## config.mk

```make
export PLATFORM = sky130hd
export DESIGN_NAME = sound_dsp_command_port
export DESIGN_NICKNAME = d
export VERILOG_FILES = /design/src/hdl/sdcp_pkg.sv /design/src/hdl/sdcp_ctrl.sv /design/src/hdl/sdcp_dp.sv /design/src/hdl/sound_dsp_command_port.sv
export VERILOG_INCLUDE_DIRS = /design/src /design/src/hdl
export SDC_FILE = /design/constraint.sdc
export NUM_CORES = 1
export LEC_CHECK = 0
export ABC_CLOCK_PERIOD_IN_PS = 7800
export BUFFER_PORTS_ARGS = -buffer_cell sky130_fd_sc_hd__buf_2
export CORE_MARGIN = 4
export CORE_UTILIZATION = 50
export CTS_BUF_LIST = sky130_fd_sc_hd__clkbuf_4 sky130_fd_sc_hd__clkbuf_8
export DETAILED_ROUTE_END_ITERATION = 10
export PLACE_DENSITY_LB_ADDON = 0.05
export REMOVE_ABC_BUFFERS = 1
export SLEW_MARGIN = 25
export SYNTH_ARGS = -nofsm -noshare
export SYNTH_HDL_FRONTEND = slang
export SYNTH_SLANG_ARGS = --single-unit
```

## constraint.sdc

```tcl
create_clock -name clk -period 7.8 [get_ports clk]
set_clock_uncertainty 0.2 [all_clocks]
set_input_delay 0.78 -clock clk [delete_from_list [all_inputs] [get_ports clk]]
set_output_delay 0.78 -clock clk [all_outputs]
set_load 0.05 [all_outputs]
```

## src/hdl/sound_dsp_command_port_defines.svh

```systemverilog
// Assertion macros shared by the command port modules.
// Depends on nothing; included by files that carry concurrent assertions.
`ifndef SOUND_DSP_COMMAND_PORT_DEFINES_SVH
`define SOUND_DSP_COMMAND_PORT_DEFINES_SVH

// Same-cycle implication, checked outside reset.
`define SDCP_ASSERT_NOW(label, clk, rst_n, ante, cons, msg) \
  label: assert property (@(posedge clk) disable iff (!rst_n) (ante) |-> (cons)) \
    else $error(msg);

// Next-cycle implication, checked outside reset.
`define SDCP_ASSERT_NEXT(label, clk, rst_n, ante, cons, msg) \
  label: assert property (@(posedge clk) disable iff (!rst_n) (ante) |=> (cons)) \
    else $error(msg);

`endif

```

## src/hdl/sdcp_pkg.sv

```systemverilog
// Shared types, codes and helper functions of the DSP command port.
// No dependencies; used by sdcp_ctrl, sdcp_dp and the top level.
package sdcp_pkg;

  // Commands from the controller to the datapath.
  typedef struct packed {
    logic capture;  // latch the input item
    logic commit;   // apply the item and load the result register
  } ctrl_cmd_t;

  // Item kinds.
  localparam logic [1:0] KIND_WRITE = 2'd0;
  localparam logic [1:0] KIND_READ  = 2'd1;
  localparam logic [1:0] KIND_DMA   = 2'd2;

  // Configuration register indexes.
  localparam logic CFG_DMA_BLOCK_LEN = 1'b0;
  localparam logic CFG_AUDIO_READY   = 1'b1;

  // I/O ports.
  localparam logic [9:0] PORT_RESET  = 10'h226;
  localparam logic [9:0] PORT_CMD    = 10'h22c;
  localparam logic [9:0] PORT_READ   = 10'h22a;
  localparam logic [9:0] PORT_STATUS = 10'h22e;

  // Opcodes.
  localparam logic [7:0] OP_DMA8      = 8'h14;
  localparam logic [7:0] OP_TIME_CONST = 8'h40;
  localparam logic [7:0] OP_HALT      = 8'hD0;
  localparam logic [7:0] OP_IDENT     = 8'hE0;
  localparam logic [7:0] OP_VERSION   = 8'hE1;
  localparam logic [3:0] OP_GEN8_HI   = 4'hB;
  localparam logic [3:0] OP_GEN16_HI  = 4'hC;

  localparam logic [7:0]  AUTODETECT   = 8'haa;
  localparam logic [7:0]  STATUS_READY = 8'h80;
  localparam logic [15:0] RATE_RESET   = 16'd22050;
  localparam logic [10:0] MAX_BLOCK    = 11'd1024;
  localparam int          TcClock      = 1000000;

  // A time constant tc gives rate TcClock/(256-tc). The rate exceeds a bound T
  // exactly when 256-tc <= TcClock/(T+1), so each snap bound becomes a
  // minimum time constant.
  localparam logic [8:0] TC_MIN_48000 = 9'(256 - TcClock / (46050 + 1));
  localparam logic [8:0] TC_MIN_44100 = 9'(256 - TcClock / (38050 + 1));
  localparam logic [8:0] TC_MIN_32000 = 9'(256 - TcClock / (28000 + 1));
  localparam logic [8:0] TC_MIN_24000 = 9'(256 - TcClock / (23025 + 1));
  localparam logic [8:0] TC_MIN_22050 = 9'(256 - TcClock / (19025 + 1));
  localparam logic [8:0] TC_MIN_16000 = 9'(256 - TcClock / (14000 + 1));
  localparam logic [8:0] TC_MIN_12000 = 9'(256 - TcClock / (11512 + 1));
  localparam logic [8:0] TC_MIN_11025 = 9'(256 - TcClock / (9512 + 1));

  function automatic logic [15:0] snap_rate(input logic [7:0] tc);
    logic [8:0] t;
    t = {1'b0, tc};
    if (t >= TC_MIN_48000) return 16'd48000;
    else if (t >= TC_MIN_44100) return 16'd44100;
    else if (t >= TC_MIN_32000) return 16'd32000;
    else if (t >= TC_MIN_24000) return 16'd24000;
    else if (t >= TC_MIN_22050) return 16'd22050;
    else if (t >= TC_MIN_16000) return 16'd16000;
    else if (t >= TC_MIN_12000) return 16'd12000;
    else if (t >= TC_MIN_11025) return 16'd11025;
    else return 16'd8000;
  endfunction

  // Bytes that follow an opcode, the opcode itself not counted.
  function automatic logic [1:0] needed_bytes(input logic [7:0] op);
    if (op == OP_TIME_CONST || op == OP_IDENT) return 2'd1;
    else if (op == OP_DMA8) return 2'd2;
    else if (op[7:4] == OP_GEN8_HI || op[7:4] == OP_GEN16_HI) return 2'd3;
    else return 2'd0;
  endfunction

endpackage

```

## src/hdl/sdcp_ctrl.sv

```systemverilog
// Controller of the DSP command port: item handshake and result register valid.
// Depends on sdcp_pkg and sound_dsp_command_port_defines.svh.
`include "sound_dsp_command_port_defines.svh"

module sdcp_ctrl (
  input  logic                clk,
  input  logic                rst_n,
  input  logic                in_valid,
  output logic                in_stall,
  output logic                out_valid,
  input  logic                out_stall,
  output sdcp_pkg::ctrl_cmd_t cmd
);

  typedef enum logic {ST_IDLE, ST_EXEC} state_t;

  state_t state_r, state_nxt;
  logic   out_valid_r, out_valid_nxt;
  logic   out_free;

  // The result register is free when empty or when its transfer completes now.
  assign out_free    = !out_valid_r || !out_stall;
  assign cmd.capture = in_valid && (state_r == ST_IDLE);
  assign cmd.commit  = (state_r == ST_EXEC) && out_free;
  assign in_stall    = (state_r != ST_IDLE);
  assign out_valid   = out_valid_r;

  always_comb begin
    state_nxt     = state_r;
    out_valid_nxt = out_valid_r && out_stall;
    unique case (state_r)
      ST_IDLE: begin
        if (cmd.capture) state_nxt = ST_EXEC;
      end
      ST_EXEC: begin
        if (cmd.commit) begin
          state_nxt     = ST_IDLE;
          out_valid_nxt = 1'b1;
        end
      end
      default: state_nxt = ST_IDLE;
    endcase
  end

  always_ff @(posedge clk) begin
    if (!rst_n) begin
      state_r     <= ST_IDLE;
      out_valid_r <= 1'b0;
    end else begin
      state_r     <= state_nxt;
      out_valid_r <= out_valid_nxt;
    end
  end

  `SDCP_ASSERT_NEXT(a_accept_execs, clk, rst_n, in_valid && !in_stall, state_r == ST_EXEC,
    "accepted item did not enter execution")
  `SDCP_ASSERT_NEXT(a_commit_shows, clk, rst_n, cmd.commit, out_valid_r,
    "committed result is not presented")
  `SDCP_ASSERT_NEXT(a_no_overwrite, clk, rst_n,
    state_r == ST_EXEC && out_valid_r && out_stall, state_r == ST_EXEC && out_valid_r,
    "pending result overwritten or dropped")

endmodule

```

## src/hdl/sdcp_dp.sv

```systemverilog
// Datapath of the DSP command port: parser state, out buffer, DMA counter,
// rate snap and the result register. Depends on sdcp_pkg and the defines header.
`include "sound_dsp_command_port_defines.svh"

module sdcp_dp #(
  parameter int OUT_DEPTH = 10
) (
  input  logic                clk,
  input  logic                rst_n,
  input  sdcp_pkg::ctrl_cmd_t cmd,
  input  logic                cfg_we,
  input  logic                cfg_index,
  input  logic [10:0]         cfg_data,
  input  logic [1:0]          in_kind,
  input  logic [9:0]          in_port,
  input  logic [7:0]          in_data,
  input  logic [10:0]         in_transfer_len,
  output logic [7:0]          out_read_data,
  output logic                out_dma_active,
  output logic [16:0]         out_samples_left,
  output logic [10:0]         out_dma_request_len,
  output logic [15:0]         out_sample_rate,
  output logic                out_wide_samples
);

  localparam int FILL_W = $clog2(OUT_DEPTH + 1);
  localparam int IDX_W  = (OUT_DEPTH > 1) ? $clog2(OUT_DEPTH) : 1;
  localparam logic [FILL_W-1:0] FILL_MAX = FILL_W'(OUT_DEPTH);

  // Captured item.
  logic [1:0]  kind_r;
  logic [9:0]  port_r;
  logic [7:0]  data_r;
  logic [10:0] tlen_r;

  // Configuration.
  logic [10:0] blk_len_r;
  logic        audio_ready_r;

  // Architectural state.
  logic              cmd_pending_r, cmd_pending_nxt;
  logic [7:0]        cur_opcode_r, cur_opcode_nxt;
  logic [1:0]        param_fill_r, param_fill_nxt;
  logic [7:0]        param_bytes_r [3];
  logic [7:0]        param_bytes_nxt [3];
  logic [7:0]        out_bytes_r [OUT_DEPTH];
  logic [7:0]        out_bytes_nxt [OUT_DEPTH];
  logic [FILL_W-1:0] out_fill_r, out_fill_nxt;
  logic [16:0]       dma_count_r, dma_count_nxt;
  logic              dma_on_r, dma_on_nxt;
  logic [15:0]       rate_r, rate_nxt;
  logic              wide_r, wide_nxt;

  // Result register.
  logic [7:0]  rd_r, rd_nxt;
  logic [10:0] req_r, req_nxt;

  logic [7:0]        op;
  logic [1:0]        pf;
  logic [FILL_W-1:0] pop_pos;
  logic [16:0]       moved;
  logic [10:0]       blk;

  assign pop_pos = out_fill_r - FILL_W'(1);

  always_comb begin
    cmd_pending_nxt = cmd_pending_r;
    cur_opcode_nxt  = cur_opcode_r;
    param_fill_nxt  = param_fill_r;
    param_bytes_nxt = param_bytes_r;
    out_bytes_nxt   = out_bytes_r;
    out_fill_nxt    = out_fill_r;
    dma_count_nxt   = dma_count_r;
    dma_on_nxt      = dma_on_r;
    rate_nxt        = rate_r;
    wide_nxt        = wide_r;
    rd_nxt          = 8'd0;
    op              = cmd_pending_r ? cur_opcode_r : data_r;
    pf              = cmd_pending_r ? param_fill_r : 2'd0;
    moved           = 17'd0;

    unique case (kind_r)
      sdcp_pkg::KIND_WRITE: begin
        if (port_r == sdcp_pkg::PORT_RESET) begin
          cmd_pending_nxt  = 1'b0;
          param_fill_nxt   = 2'd0;
          out_fill_nxt     = FILL_W'(1);
          out_bytes_nxt[0] = audio_ready_r ? sdcp_pkg::AUTODETECT : 8'd0;
        end else if (port_r == sdcp_pkg::PORT_CMD) begin
          cur_opcode_nxt = op;
          if (pf != sdcp_pkg::needed_bytes(op)) begin
            // Still collecting: the opcode itself is stored as the first byte.
            if (pf != 2'd3) param_bytes_nxt[pf] = data_r;
            param_fill_nxt  = pf + 2'd1;
            cmd_pending_nxt = 1'b1;
          end else begin
            param_fill_nxt  = 2'd0;
            cmd_pending_nxt = 1'b0;
            if (op == sdcp_pkg::OP_DMA8) begin
              dma_count_nxt = {1'b0, data_r, param_bytes_r[1]} + 17'd1;
              dma_on_nxt    = 1'b1;
            end else if (op == sdcp_pkg::OP_TIME_CONST) begin
              rate_nxt = sdcp_pkg::snap_rate(data_r);
            end else if (op == sdcp_pkg::OP_HALT) begin
              dma_on_nxt = 1'b0;
            end else if (op == sdcp_pkg::OP_IDENT) begin
              if (out_fill_r < FILL_MAX) begin
                out_bytes_nxt[out_fill_r[IDX_W-1:0]] = ~data_r;
                out_fill_nxt = out_fill_r + FILL_W'(1);
              end
            end else if (op == sdcp_pkg::OP_VERSION) begin
              out_fill_nxt     = FILL_W'(2);
              out_bytes_nxt[0] = 8'd0;
              out_bytes_nxt[1] = 8'd1;
            end else if (op[7:4] == sdcp_pkg::OP_GEN8_HI ||
                         op[7:4] == sdcp_pkg::OP_GEN16_HI) begin
              wide_nxt      = (op[7:4] == sdcp_pkg::OP_GEN16_HI);
              dma_count_nxt = {1'b0, data_r, param_bytes_r[2]} + 17'd1;
              dma_on_nxt    = 1'b1;
            end
          end
        end
      end
      sdcp_pkg::KIND_READ: begin
        if (port_r == sdcp_pkg::PORT_READ) begin
          if (out_fill_r != '0) begin
            out_fill_nxt = pop_pos;
            rd_nxt       = out_bytes_r[pop_pos[IDX_W-1:0]];
          end else begin
            rd_nxt = out_bytes_r[0];
          end
        end else if (port_r == sdcp_pkg::PORT_STATUS) begin
          rd_nxt = (out_fill_r != '0) ? sdcp_pkg::STATUS_READY : 8'd0;
        end
      end
      sdcp_pkg::KIND_DMA: begin
        if (dma_on_r) begin
          moved = ({6'd0, tlen_r} < dma_count_r) ? {6'd0, tlen_r} : dma_count_r;
          dma_count_nxt = dma_count_r - moved;
          if (dma_count_nxt == 17'd0) dma_on_nxt = 1'b0;
        end
      end
      default: begin
      end
    endcase

    // Requested chunk follows the updated count.
    if (blk_len_r == 11'd0) blk = 11'd1;
    else if (blk_len_r > sdcp_pkg::MAX_BLOCK) blk = sdcp_pkg::MAX_BLOCK;
    else blk = blk_len_r;
    if (!dma_on_nxt) req_nxt = 11'd0;
    else if (dma_count_nxt < {6'd0, blk}) req_nxt = dma_count_nxt[10:0];
    else req_nxt = blk;
  end

  // Item capture and result payload need no reset.
  always_ff @(posedge clk) begin
    if (cmd.capture) begin
      kind_r <= in_kind;
      port_r <= in_port;
      data_r <= in_data;
      tlen_r <= in_transfer_len;
    end
    if (cmd.commit) begin
      rd_r               <= rd_nxt;
      req_r              <= req_nxt;
      param_bytes_r      <= param_bytes_nxt;
    end
  end

  always_ff @(posedge clk) begin
    if (!rst_n) begin
      blk_len_r     <= sdcp_pkg::MAX_BLOCK;
      audio_ready_r <= 1'b1;
      cmd_pending_r <= 1'b0;
      cur_opcode_r  <= 8'd0;
      param_fill_r  <= 2'd0;
      for (int i = 1; i < OUT_DEPTH; i++) out_bytes_r[i] <= 8'd0;
      out_bytes_r[0] <= sdcp_pkg::AUTODETECT;
      out_fill_r    <= FILL_W'(1);
      dma_count_r   <= 17'd0;
      dma_on_r      <= 1'b0;
      rate_r        <= sdcp_pkg::RATE_RESET;
      wide_r        <= 1'b0;
    end else begin
      if (cfg_we) begin
        unique case (cfg_index)
          sdcp_pkg::CFG_DMA_BLOCK_LEN: blk_len_r     <= cfg_data;
          sdcp_pkg::CFG_AUDIO_READY:   audio_ready_r <= cfg_data[0];
          default: begin
          end
        endcase
      end
      if (cmd.commit) begin
        cmd_pending_r <= cmd_pending_nxt;
        cur_opcode_r  <= cur_opcode_nxt;
        param_fill_r  <= param_fill_nxt;
        out_bytes_r   <= out_bytes_nxt;
        out_fill_r    <= out_fill_nxt;
        dma_count_r   <= dma_count_nxt;
        dma_on_r      <= dma_on_nxt;
        rate_r        <= rate_nxt;
        wide_r        <= wide_nxt;
      end
    end
  end

  assign out_read_data       = rd_r;
  assign out_dma_active      = dma_on_r;
  assign out_samples_left    = dma_count_r;
  assign out_dma_request_len = req_r;
  assign out_sample_rate     = rate_r;
  assign out_wide_samples    = wide_r;

  `SDCP_ASSERT_NOW(a_fill_bound, clk, rst_n, 1'b1, out_fill_r <= FILL_MAX,
    "out buffer fill count beyond its depth")
  `SDCP_ASSERT_NOW(a_dma_count_live, clk, rst_n, dma_on_r, dma_count_r != 17'd0,
    "DMA enabled with no samples left")
  `SDCP_ASSERT_NOW(a_req_off, clk, rst_n, cmd.commit && !dma_on_nxt, req_nxt == 11'd0,
    "request length nonzero while DMA is off")

endmodule

```

## src/hdl/sound_dsp_command_port.sv

```systemverilog
// Top level of the DSP command port: joins the controller and the datapath.
// Depends on sdcp_pkg, sdcp_ctrl, sdcp_dp and the defines header.
//
//   channel  direction  handshake           payload
//   in       input      in_valid/in_stall   kind, port, data, transfer_len
//   out      output     out_valid/out_stall read_data, dma_active, samples_left,
//                                           dma_request_len, sample_rate,
//                                           wide_samples
//   cfg      input      cfg_we              cfg_index, cfg_data
//
// An item is first captured and then executed through the parser and rate
// snap logic, which then loads the result register.
// The next item is taken while a result waits; execution holds while the
// result register is still full and out_stall is high.
// Reset is synchronous and active low and needs no clearing pass.
module sound_dsp_command_port #(
  parameter int OUT_DEPTH = 10
) (
  input  logic        clk,
  input  logic        rst_n,
  input  logic        in_valid,
  output logic        in_stall,
  input  logic [1:0]  in_kind,
  input  logic [9:0]  in_port,
  input  logic [7:0]  in_data,
  input  logic [10:0] in_transfer_len,
  output logic        out_valid,
  input  logic        out_stall,
  output logic [7:0]  out_read_data,
  output logic        out_dma_active,
  output logic [16:0] out_samples_left,
  output logic [10:0] out_dma_request_len,
  output logic [15:0] out_sample_rate,
  output logic        out_wide_samples,
  input  logic        cfg_we,
  input  logic        cfg_index,
  input  logic [10:0] cfg_data
);

  sdcp_pkg::ctrl_cmd_t cmd;

  sdcp_ctrl u_ctrl (
    .clk       (clk),
    .rst_n     (rst_n),
    .in_valid  (in_valid),
    .in_stall  (in_stall),
    .out_valid (out_valid),
    .out_stall (out_stall),
    .cmd       (cmd)
  );

  sdcp_dp #(
    .OUT_DEPTH (OUT_DEPTH)
  ) u_dp (
    .clk                 (clk),
    .rst_n               (rst_n),
    .cmd                 (cmd),
    .cfg_we              (cfg_we),
    .cfg_index           (cfg_index),
    .cfg_data            (cfg_data),
    .in_kind             (in_kind),
    .in_port             (in_port),
    .in_data             (in_data),
    .in_transfer_len     (in_transfer_len),
    .out_read_data       (out_read_data),
    .out_dma_active      (out_dma_active),
    .out_samples_left    (out_samples_left),
    .out_dma_request_len (out_dma_request_len),
    .out_sample_rate     (out_sample_rate),
    .out_wide_samples    (out_wide_samples)
  );

endmodule
```

---- Yosys cells after proc, flatten, opt, wreduce, memory -nomap -nowiden ----
Cells that the tools add are included.
storage, ports and cells
  output and inout port bits .............. 56
  logic and storage cells ................. 216
  register bits ........................... 218
  input port bits ......................... 48
cells by class
  bitwise operators ....................... 13
  magnitude comparators ................... 17
  add/sub/neg operators ................... 6
  multiplexer cells ....................... 90
  equal/unequal tests ..................... 30
  reductions and logical operators ........ 29
operators by type and width
  cell                     count
  $mux W80                 6
  $mux W17                 11
  $mux W16                 9
  $mux W8                  11
  $bwmux W80               1
  $ge A8 B8 Y1 const B     8
  $mux W64                 1
  $mux W4                  11
  $eq A10 B10 Y1 const B   4
  $add A16 B1 Y17 const B  2
  $pmux W17 S2             1
  $mux W11                 3
  $bmux W8 S4              1
  $demux W8 S4             1
  $bwmux W24               1
  $eq A8 B8 Y1 const B     3
  $reduce_and A11 Y1       2
  $mux W2                  10
  $reduce_and A10 Y1       2
  $mux W1                  18
  $logic_not A17 Y1        1
  $lt A11 B17 Y1           1
  $lt A17 B11 Y1           1
  $sub A17 B17 Y17         1
  43 further kinds         75

---- Longest topological paths before layout ----
Gate-level depths: netlist (run 1).
  depth after elaboration ................. 16
  depth in mapped cells ................... 34
  mapped depth without buffers ............ 32

---- By module ----
A second synthesis (run 1) with hierarchy kept.
unflattened totals
  cells, all modules ...................... 1295
  area total of the unflattened synthesis .. 11923.9 um^2
by module, submodules not included
  module     cells each  times used  area each (um^2)  seq. area each (um^2)
  sdcp_dp    1287        1           11842.6           4784.6
  sdcp_ctrl  8           1           81.3              40.0

---- Worst setup path before layout (run 1) ----
OpenSTA, ideal clock, no wires.
  path type ............................... flip-flop to flip-flop
  start ................................... register u_dp.dma_count_r[2], in the netlist u_dp.out_samples_left[2]
  end ..................................... register u_dp.req_r[2], in the netlist u_dp.out_dma_request_len[2], data pin
  stages on the path, launching flop included .. 34
  period minus slack after synthesis ...... 6991 ps
  path slack .............................. 809 ps
  arrival ................................. 6537 ps
  library setup time ...................... 254 ps
  data required time ...................... 7346 ps
  buffers on the path ..................... 2
  path through ............................ dfxtp_1 -> inv_1 -> ha_1 -> a21o_1 -> a21o_1 -> a211o_1 -> a21o_1 -> a21o_1 -> a21oi_1 -> o211ai_1 -> o211ai_1 -> clkbuf_1 -> o21ai_0 -> ha_1 -> fa_1 -> nor2b_1 -> o211ai_1 -> a21boi_0 -> nor2_1 -> xor2_1 -> nor2_1 -> a211oi_1 -> inv_1 -> ha_1 -> nor3_1 -> o21ai_0 -> a211oi_1 -> o211ai_1 -> a221o_1 -> nor3_2 -> and4_1 -> buf_6 -> a21oi_1 -> o21a_1
between the ends
  elaborated cells on any way between the ends .. 20
  those cells by class .................... add/sub (1); order compare (2); mux (16); reduce/logical (1)
RTL lines
  item                       RTL line        RTL
  start, declared            sdcp_dp.sv:49   logic [16:0] dma_count_r, dma_count_nxt;
  start signal, assigned     sdcp_dp.sv:200  dma_count_r <= dma_count_nxt;
  $lt A11 B17 Y1             sdcp_dp.sv:138  moved = ({6'd0, tlen_r} < dma_count_r) ? {6'd0, tlen_r} : dma_count_r;
  $mux W17                   sdcp_dp.sv:138
  $sub A17 B17 Y17 (*)       sdcp_dp.sv:139  dma_count_nxt = dma_count_r - moved;
  $mux W17 (*)               sdcp_dp.sv:137  if (dma_on_r) begin
  $pmux W17 S2 (*)           sdcp_dp.sv:82   unique case (kind_r)
  net u_dp.dma_count_nxt[6]  sdcp_dp.sv:49
  $lt A17 B11 Y1 (*)         sdcp_dp.sv:152  else if (dma_count_nxt < {6'd0, blk}) req_nxt = dma_count_nxt[10:0];
  $mux W11 (*)               sdcp_dp.sv:152
  end signal, assigned       sdcp_dp.sv:166  req_r <= req_nxt;
  end, declared              sdcp_dp.sv:56   logic [10:0] req_r, req_nxt;
The timed path passes the listed nets; every way through them passes the cells marked *.
A chain may end at the register's enable or synchronous reset.

---- Worst setup path in the final report (run 1) ----
  start ................................... register u_dp.dma_count_r[2], in the netlist u_dp.out_samples_left[2]
  end ..................................... register u_dp.req_r[0], in the netlist u_dp.out_dma_request_len[0], data pin
Same word-level chain as after synthesis.

==> results of run 1 <==
## logic make-up after synthesis
group           share of synthesized area [%]
fa+ha+maj                                4.44
flops                                    41.2
simple gates                             20.6
mux                                      6.93
compound gates                           19.8
other cells                            0.0320
buf+inv                                  5.11
xor+xnor                                 1.94
## stage by stage
stage	worst slack (ns)	utilization (%)	instance area [µm²]	hold slack, ns
floorplan	0.472	-	11300	0.237
detailed placement	0.533	54.2	12400	0.238
finish	0.599	57.6	13200	0.211
global route	0.0134	57.6	13200	0.184
global placement	0.780	54.2	12400	0.234
CTS	0.505	57.4	13100	0.180
## cell type report
type,count,area (µm²),share of cell area (%)
Sequential cell,208,4830,36.7
Clock inverter,10,81.3,0.618
Inverter,49,186,1.42
Timing Repair Buffer,126,711,5.40
Clock buffer,52,653,4.97
Tap cell,313,392,2.98
Multi-Input combinational cell,988,6300,47.9
## registers in the layout (all words and copies together), names as in the netlist, 10 cells and up
signal	cells
u_dp.out_dma_request_len	11
u_dp.out_bytes_r	80
u_dp.out_sample_rate	14
u_dp.port_r	10
u_dp.out_samples_left	17
u_dp.blk_len_r	11
u_dp.param_bytes_r	16
u_dp.tlen_r	11
## path summary, 6_finish.rpt
kind	from	to	slack, ns	cells after the start
min	in_transfer_len[1]	u_dp.tlen_r[1]	0.21	1
min reg2reg	u_dp.out_sample_rate[1]	u_dp.out_sample_rate[1]	0.25	1
max reg2reg	u_dp.out_samples_left[2]	u_dp.out_dma_request_len[0]	0.60	30
max	u_dp.out_samples_left[2]	u_dp.out_dma_request_len[0]	0.60	30
## power by group through the flow
stage	Combinational [mW]	Sequential (mW)	Clock, mW
global placement	0.477	1.20	0
global route	0.537	1.18	1.11
finish	0.486	1.18	1.03
floorplan	0.284	1.24	0
CTS	0.480	1.18	1.06
detailed placement	0.478	1.20	0
## per-layer routing
layer / GRT usage, % / share of wire, %
met5: 0 / 0
met4: 10.8 / 4.0
met1: 35.0 / 44
met2: 42.8 / 46
met3: 4.06 / 5.4
## cells in the mapped netlist, drive strengths merged (4+ instances only)
cell      n  share of area [%]
nand2   120                3.9
edfxtp   66                 17
mux2i    35                3.1
a31oi    12               0.64
nand3    30                1.3
o22ai    16               0.85
a211oi   65                4.2
mux2      8               0.77
a21oi   113                4.8
or2       9               0.48
a211o     4               0.30
nor2    218                7.0
o211ai    9               0.62
nand2b    7               0.37
o41ai     4               0.30
o21a     12               0.77
or3       8               0.43
o221ai    8               0.60
xor2     12               0.90
clkbuf   58                1.9
and2     11               0.59
dfxtp   142                 24
inv      46                1.5
nor3     38                2.1
o21ai    42                1.9
or4       6               0.42
buf      34                1.7
nand4    13               0.69
ha       40                4.3
xnor2    14                1.0
nor4     11               0.59
mux4     16                3.1
a21o     12               0.77
and4      6               0.45
a22oi     8               0.51
a221oi    9               0.67
nor2b     6               0.32
nor3b     6               0.43
and3      7               0.37
## worst max-delay path, delay by kind of cell, from the launching register on
| family | cells | cell delay [ns] |
|---|---|---|
| flops | 1 | 0.41 |
| buf+inv | 3 | 0.61 |
| compound gates | 16 | 2.97 |
| fa+ha+maj | 3 | 0.81 |
| simple gates | 8 | 1.94 |
## layout by cell type (no fill, tap or decap), types with 6 or more instances in the layout
cell type	count
a211oi_1	64
a21o_1	12
a21oi_1	113
a221oi_1	9
a22oi_1	8
a31oi_1	12
and2_1	11
and3_1	7
buf_2	102
buf_4	23
clkbuf_4	10
clkbuf_8	42
clkinv_1	6
dfxtp_1	141
edfxtp_1	66
ha_1	40
inv_1	44
mux2_2	8
mux2i_1	32
mux4_2	16
nand2_1	119
nand2b_1	7
nand3_1	29
nand4_1	13
nor2_1	218
nor3_1	27
nor3_2	11
nor4_1	11
o211ai_1	8
o21a_1	12
o21ai_0	37
o221ai_1	8
o22ai_1	16
or2_2	9
or3_1	8
xnor2_1	14
xor2_1	12
==> impl_results.md, run 1 <==
* Outcome: complete, no violations
* Final Hold Fails at 0
* Drt drc at 0
* Die area at 25900 µm²
* TritonCTS buffer count at 37
* H-tree levels at 2
* Hold Buf Count CTS at 0
* Initial antenna violation count at 0
* Critical path's slowest cell: or3_1
* Post-CTS Setup Bufs at 0
* WP data arrival at around 7.3 ns
* Yosys Warn Count at 0
* Part of the power in registers at between 40% and 50%
* Starting DRT DRC Count at around 930
* Antenna Cells at 0
* Post-Route WL at ~34000 µm
* Actual slew at the worst max-slew pin at around 1.0 ns
* Post-synth EDFFs at 66
* GPL Wtd Cong at approximately 0.94
* CTS resizes at 0
* Initial core utilization at between 50% and 60%
* Sw Share at between 20 and 30%
* IO Port Bufs at 102
* Tmin final at approximately 7 ns
* Drt wl/cell at between 15 and 20 µm
* Ratio of cells with drive above 1 in the final layout at about 18%
* Peak VDD IR at around 0.18 mV
* Vias in the first global route at ~10000
* Largest fanout on the critical path at 16
* Startpoint types: register
* Ys async rst share at 0%
* Post-route ant nets at 0
* Pre-Repair DR Iteration Count at 7
* Synth Instances at about 1300
* Leakage power total at 5.06 nW
* Hold crit path type: in2reg
* Clock power share at between 30% and 40%
* Worst skew pair latency at 0.54 ns
* Fmax at between 100 and 150 MHz
* Vias at a little over 10000
* # nets final at 1499
* Placed insts at approximately 1700
* I/O Pins at about 100
* RSZ-0062 raised after global routing: false
* Max cap viols at 0
* Max-slew violation count at 0
* Via density per instance at 5.92
* Root buffer cell: clkbuf_8
* Final Cycle Share at 92.3%
* Slew HR at 29.8%
* Detail Placement HPWL at about 24000 µm
* Cell Rows at 55
* Largest net degree at the start of global routing at 71
* CTS tree: built
* Pwr Density at between 200 and 250 nW/µm²
* Top cell by count, worst path: a21o_1
* Mapped cell area at 11700 µm²
* Critical Path RT at 7.89 ns
* Cell internal pwr at around 1.9 mW
* CP Capture Type: register
* Comb power frac at 18.0%
* Sequential element share of the synthesized area at roughly 41%
* Ys flop type: dfxtp_1
* Synth Area per Inst at between 8 and 9 µm²
* Die W at 161 µm
* Final setup violating endpoints at 0
* Total Power at around 2.7 mW
* Clk pin slew, worst setup/hold paths at ~0.06 ns
* Fin cells at roughly 1700
* Clk buf depth at 3
* Synth Register Bits at about 210
* GRT overflow at 0
* Setup TNS at 0 ns
* NetSw at just over 800 µW
* GR Util All Layers at 26.2%
* Crit path kind: reg2reg
* Fill count at 2168
* First-pass GRT wire length at ~55000 µm
* TritonCTS Sinks at around 210
* Core area at 22800 µm²
* Count of cell types in the netlist at 86
* Max stage delay on crit path at roughly 0.45 ns
* Area Growth Syn to Fin at 12.2%
* Die Ht at about 160 µm
(Power assumes the default switching activity.)
==> run 2: changes to the inputs <==
--- a/config.mk
+++ b/config.mk
@@ -9,8 +9,9 @@
 export ABC_CLOCK_PERIOD_IN_PS = 7800
 export BUFFER_PORTS_ARGS = -buffer_cell sky130_fd_sc_hd__buf_2
 export CORE_MARGIN = 4
-export CORE_UTILIZATION = 50
+export CORE_UTILIZATION = 62
 export CTS_BUF_LIST = sky130_fd_sc_hd__clkbuf_4 sky130_fd_sc_hd__clkbuf_8
+export CTS_CLUSTER_SIZE = 25
 export DETAILED_ROUTE_END_ITERATION = 10
 export PLACE_DENSITY_LB_ADDON = 0.05
 export REMOVE_ABC_BUFFERS = 1
==> run 2 against run 1 <==
- cell area down 0.67%
- power up 0.66%
- sequential power about the same
- non-clock buffer count up 2
- global-route usage up 3.9 points
- sequential share of layout area up 0.27 points
- clock-buffer cell count up 1
- routed wire length down 4.5%
- largest power group unchanged
==> impl_results.md, run 2 (synthesized netlist as in run 1, its figures left out) <==
* Outcome: complete, no violations
* Largest net degree at the start of global routing at 67
* Most frequent cells in the layout: nor2_1, dfxtp_1, nand2_1, a21oi_1, buf_2
* Cell Rows at 50
* Final Hold Fails at 0
* Max stage delay on crit path at about 0.45 ns
* Startpoint types: register
* IO Port Bufs at around 100
* Slew HR at 32.4%
* Die Ht at between 100 and 150 µm
* Vias in the first global route at around 9900
* First-pass GRT wire length at between 50000 and 60000 µm
* TritonCTS Sinks at 208
* Critical path's slowest cell: or3_1
* GPL Wtd Cong at ~0.97
* Max-slew violation count at 0
* Hold crit path type: in2reg
* Post-route ant nets at 0
* Core area at approximately 19000 µm²
* Pwr Density at ~210 nW/µm²
* Post-place setup slack at between 0.4 and 0.5 ns
* Most common cell after layout, fill and taps aside: nor2_1
* CP Capture Type: register
* Final Cycle Share at between 90 and 100%
* Fmax at between 100 and 150 MHz
* Starting DRT DRC Count at about 920
* Largest fanout on the critical path at 14
* Detail Placement HPWL at ~23000 µm
* # nets final at approximately 1500
* Top cell by count, worst path: a21o_1
* Clk buf depth at 3
* Post-Route WL at between 30000 and 40000 µm
* Pre-Repair DR Iteration Count at 6
* TritonCTS buffer count at 35
* Actual slew at the worst max-slew pin at 1.01 ns
* Antenna Cells at 0
* Via density per instance at just over 6
* Leakage power total at a little over 5 nW
* Total Power at about 2.7 mW
* Largest register FFs at 80
* Drt drc at 0
* GRT overflow at 0
* Area Growth Syn to Fin at 11.5%
* Peak VDD IR at between 0.15 and 0.2 mV
* Initial core utilization at a little over three fifths
* Vias at just over 10000
* PnR worst setup slack at between 0.5 and 0.6 ns
* Die W at roughly 150 µm
* Drt wl/cell at 19.6 µm
* Die area at roughly 21000 µm²
* R2R Setup Slk at around 0.52 ns
* Initial antenna violation count at 0
* CTS tree: built
* Tmin final at approximately 7.3 ns
* Ratio of cells with drive above 1 in the final layout at a little under a fifth
* Max cap viols at 0
* GR Util All Layers at 30.2%
* Critical Path RT at ~8 ns
* Setup TNS at 0 ns
* Worst skew pair latency at ~0.55 ns
* Root buffer cell: clkbuf_8
* Fill count at between 1000 and 1500
* RSZ-0062 raised after global routing: false
* WP data arrival at approximately 7.4 ns
* H-tree levels at 2
* Largest register by flop count: u_dp.out_bytes_r
* Clk pin slew, worst setup/hold paths at approximately 0.06 ns
* Final setup violating endpoints at 0
* I/O Pins at between 100 and 150
* Crit path kind: reg2reg
==> run 2: changes by cell type in the layout (fill, tap and decap cells not counted), moves of 2 or more <==
cell,before,now
clkbuf_8,42,38
buf_4,23,26
clkbuf_4,10,15
clkinv_1,6,4
==> run 2: area by class of cell <==
class | count | area, µm² | share of cell area [%]
Multi-Input combinational cell | 988 | 6300 | 48.2
Clock inverter | 10 | 116 | 0.891
Sequential cell | 208 | 4830 | 37.0
Timing Repair Buffer | 128 | 706 | 5.40
Tap cell | 234 | 293 | 2.24
Clock buffer | 53 | 636 | 4.87
Inverter | 49 | 186 | 1.43
==> run 2: critical path, delay by kind of cell (launching register included) <==
kind	cells	cell delay (ns)
fa+ha+maj	3	0.80
buf+inv	4	0.68
flops	1	0.39
simple gates	8	1.90
compound gates	16	3.07
==> run 2: stage by stage <==
step	std cells	instance area, µm²	util (%)	hold WS [ns]
6_report	1670	13100	70.1	0.197
5_1_grt	1670	13100	70.1	0.173
4_1_cts	1668	13000	70.0	0.186
3_3_place_gp	1605	12300	65.9	0.235
3_5_place_dp	1605	12300	65.9	0.248
2_1_floorplan	1245	11300	-	0.237
==> run 2: repair_timing <==
item / in CTS / in global routing
setup endpoints to repair: 0 / 11
resized for setup: 0 / 3
setup buffers: 0 / 2
hold buffers: 0 / 0
==> run 2: power by group <==
part	switching, mW	internal, mW
Combinational	0.319	0.170
Sequential	0.0351	1.15
Clock	0.448	0.593
Total	0.803	1.91
==> run 2: layer usage <==
| layer | global-route usage [%] | part of all wire [%] | up-vias |
|---|---|---|---|
| met2 | 50.7 | 48 | 399 |
| met4 | 9.92 | 2.7 | 0 |
| met5 | 0 | 0 | - |
| met3 | 6.07 | 6.6 | 61 |
| li1 | - | - | 5028 |
| met1 | 39.3 | 43 | 4900 |
==> run 2: worst paths after layout <==
| check | from | endpoint | depth (start not counted) |
|---|---|---|---|
| max | u_dp.out_samples_left[2] | u_dp.out_dma_request_len[0] | 31 |
| min | in_data[4] | u_dp.data_r[4] | 1 |
| max reg2reg | u_dp.out_samples_left[2] | u_dp.out_dma_request_len[0] | 31 |
| min reg2reg | u_dp.out_sample_rate[2] | u_dp.out_sample_rate[2] | 2 |
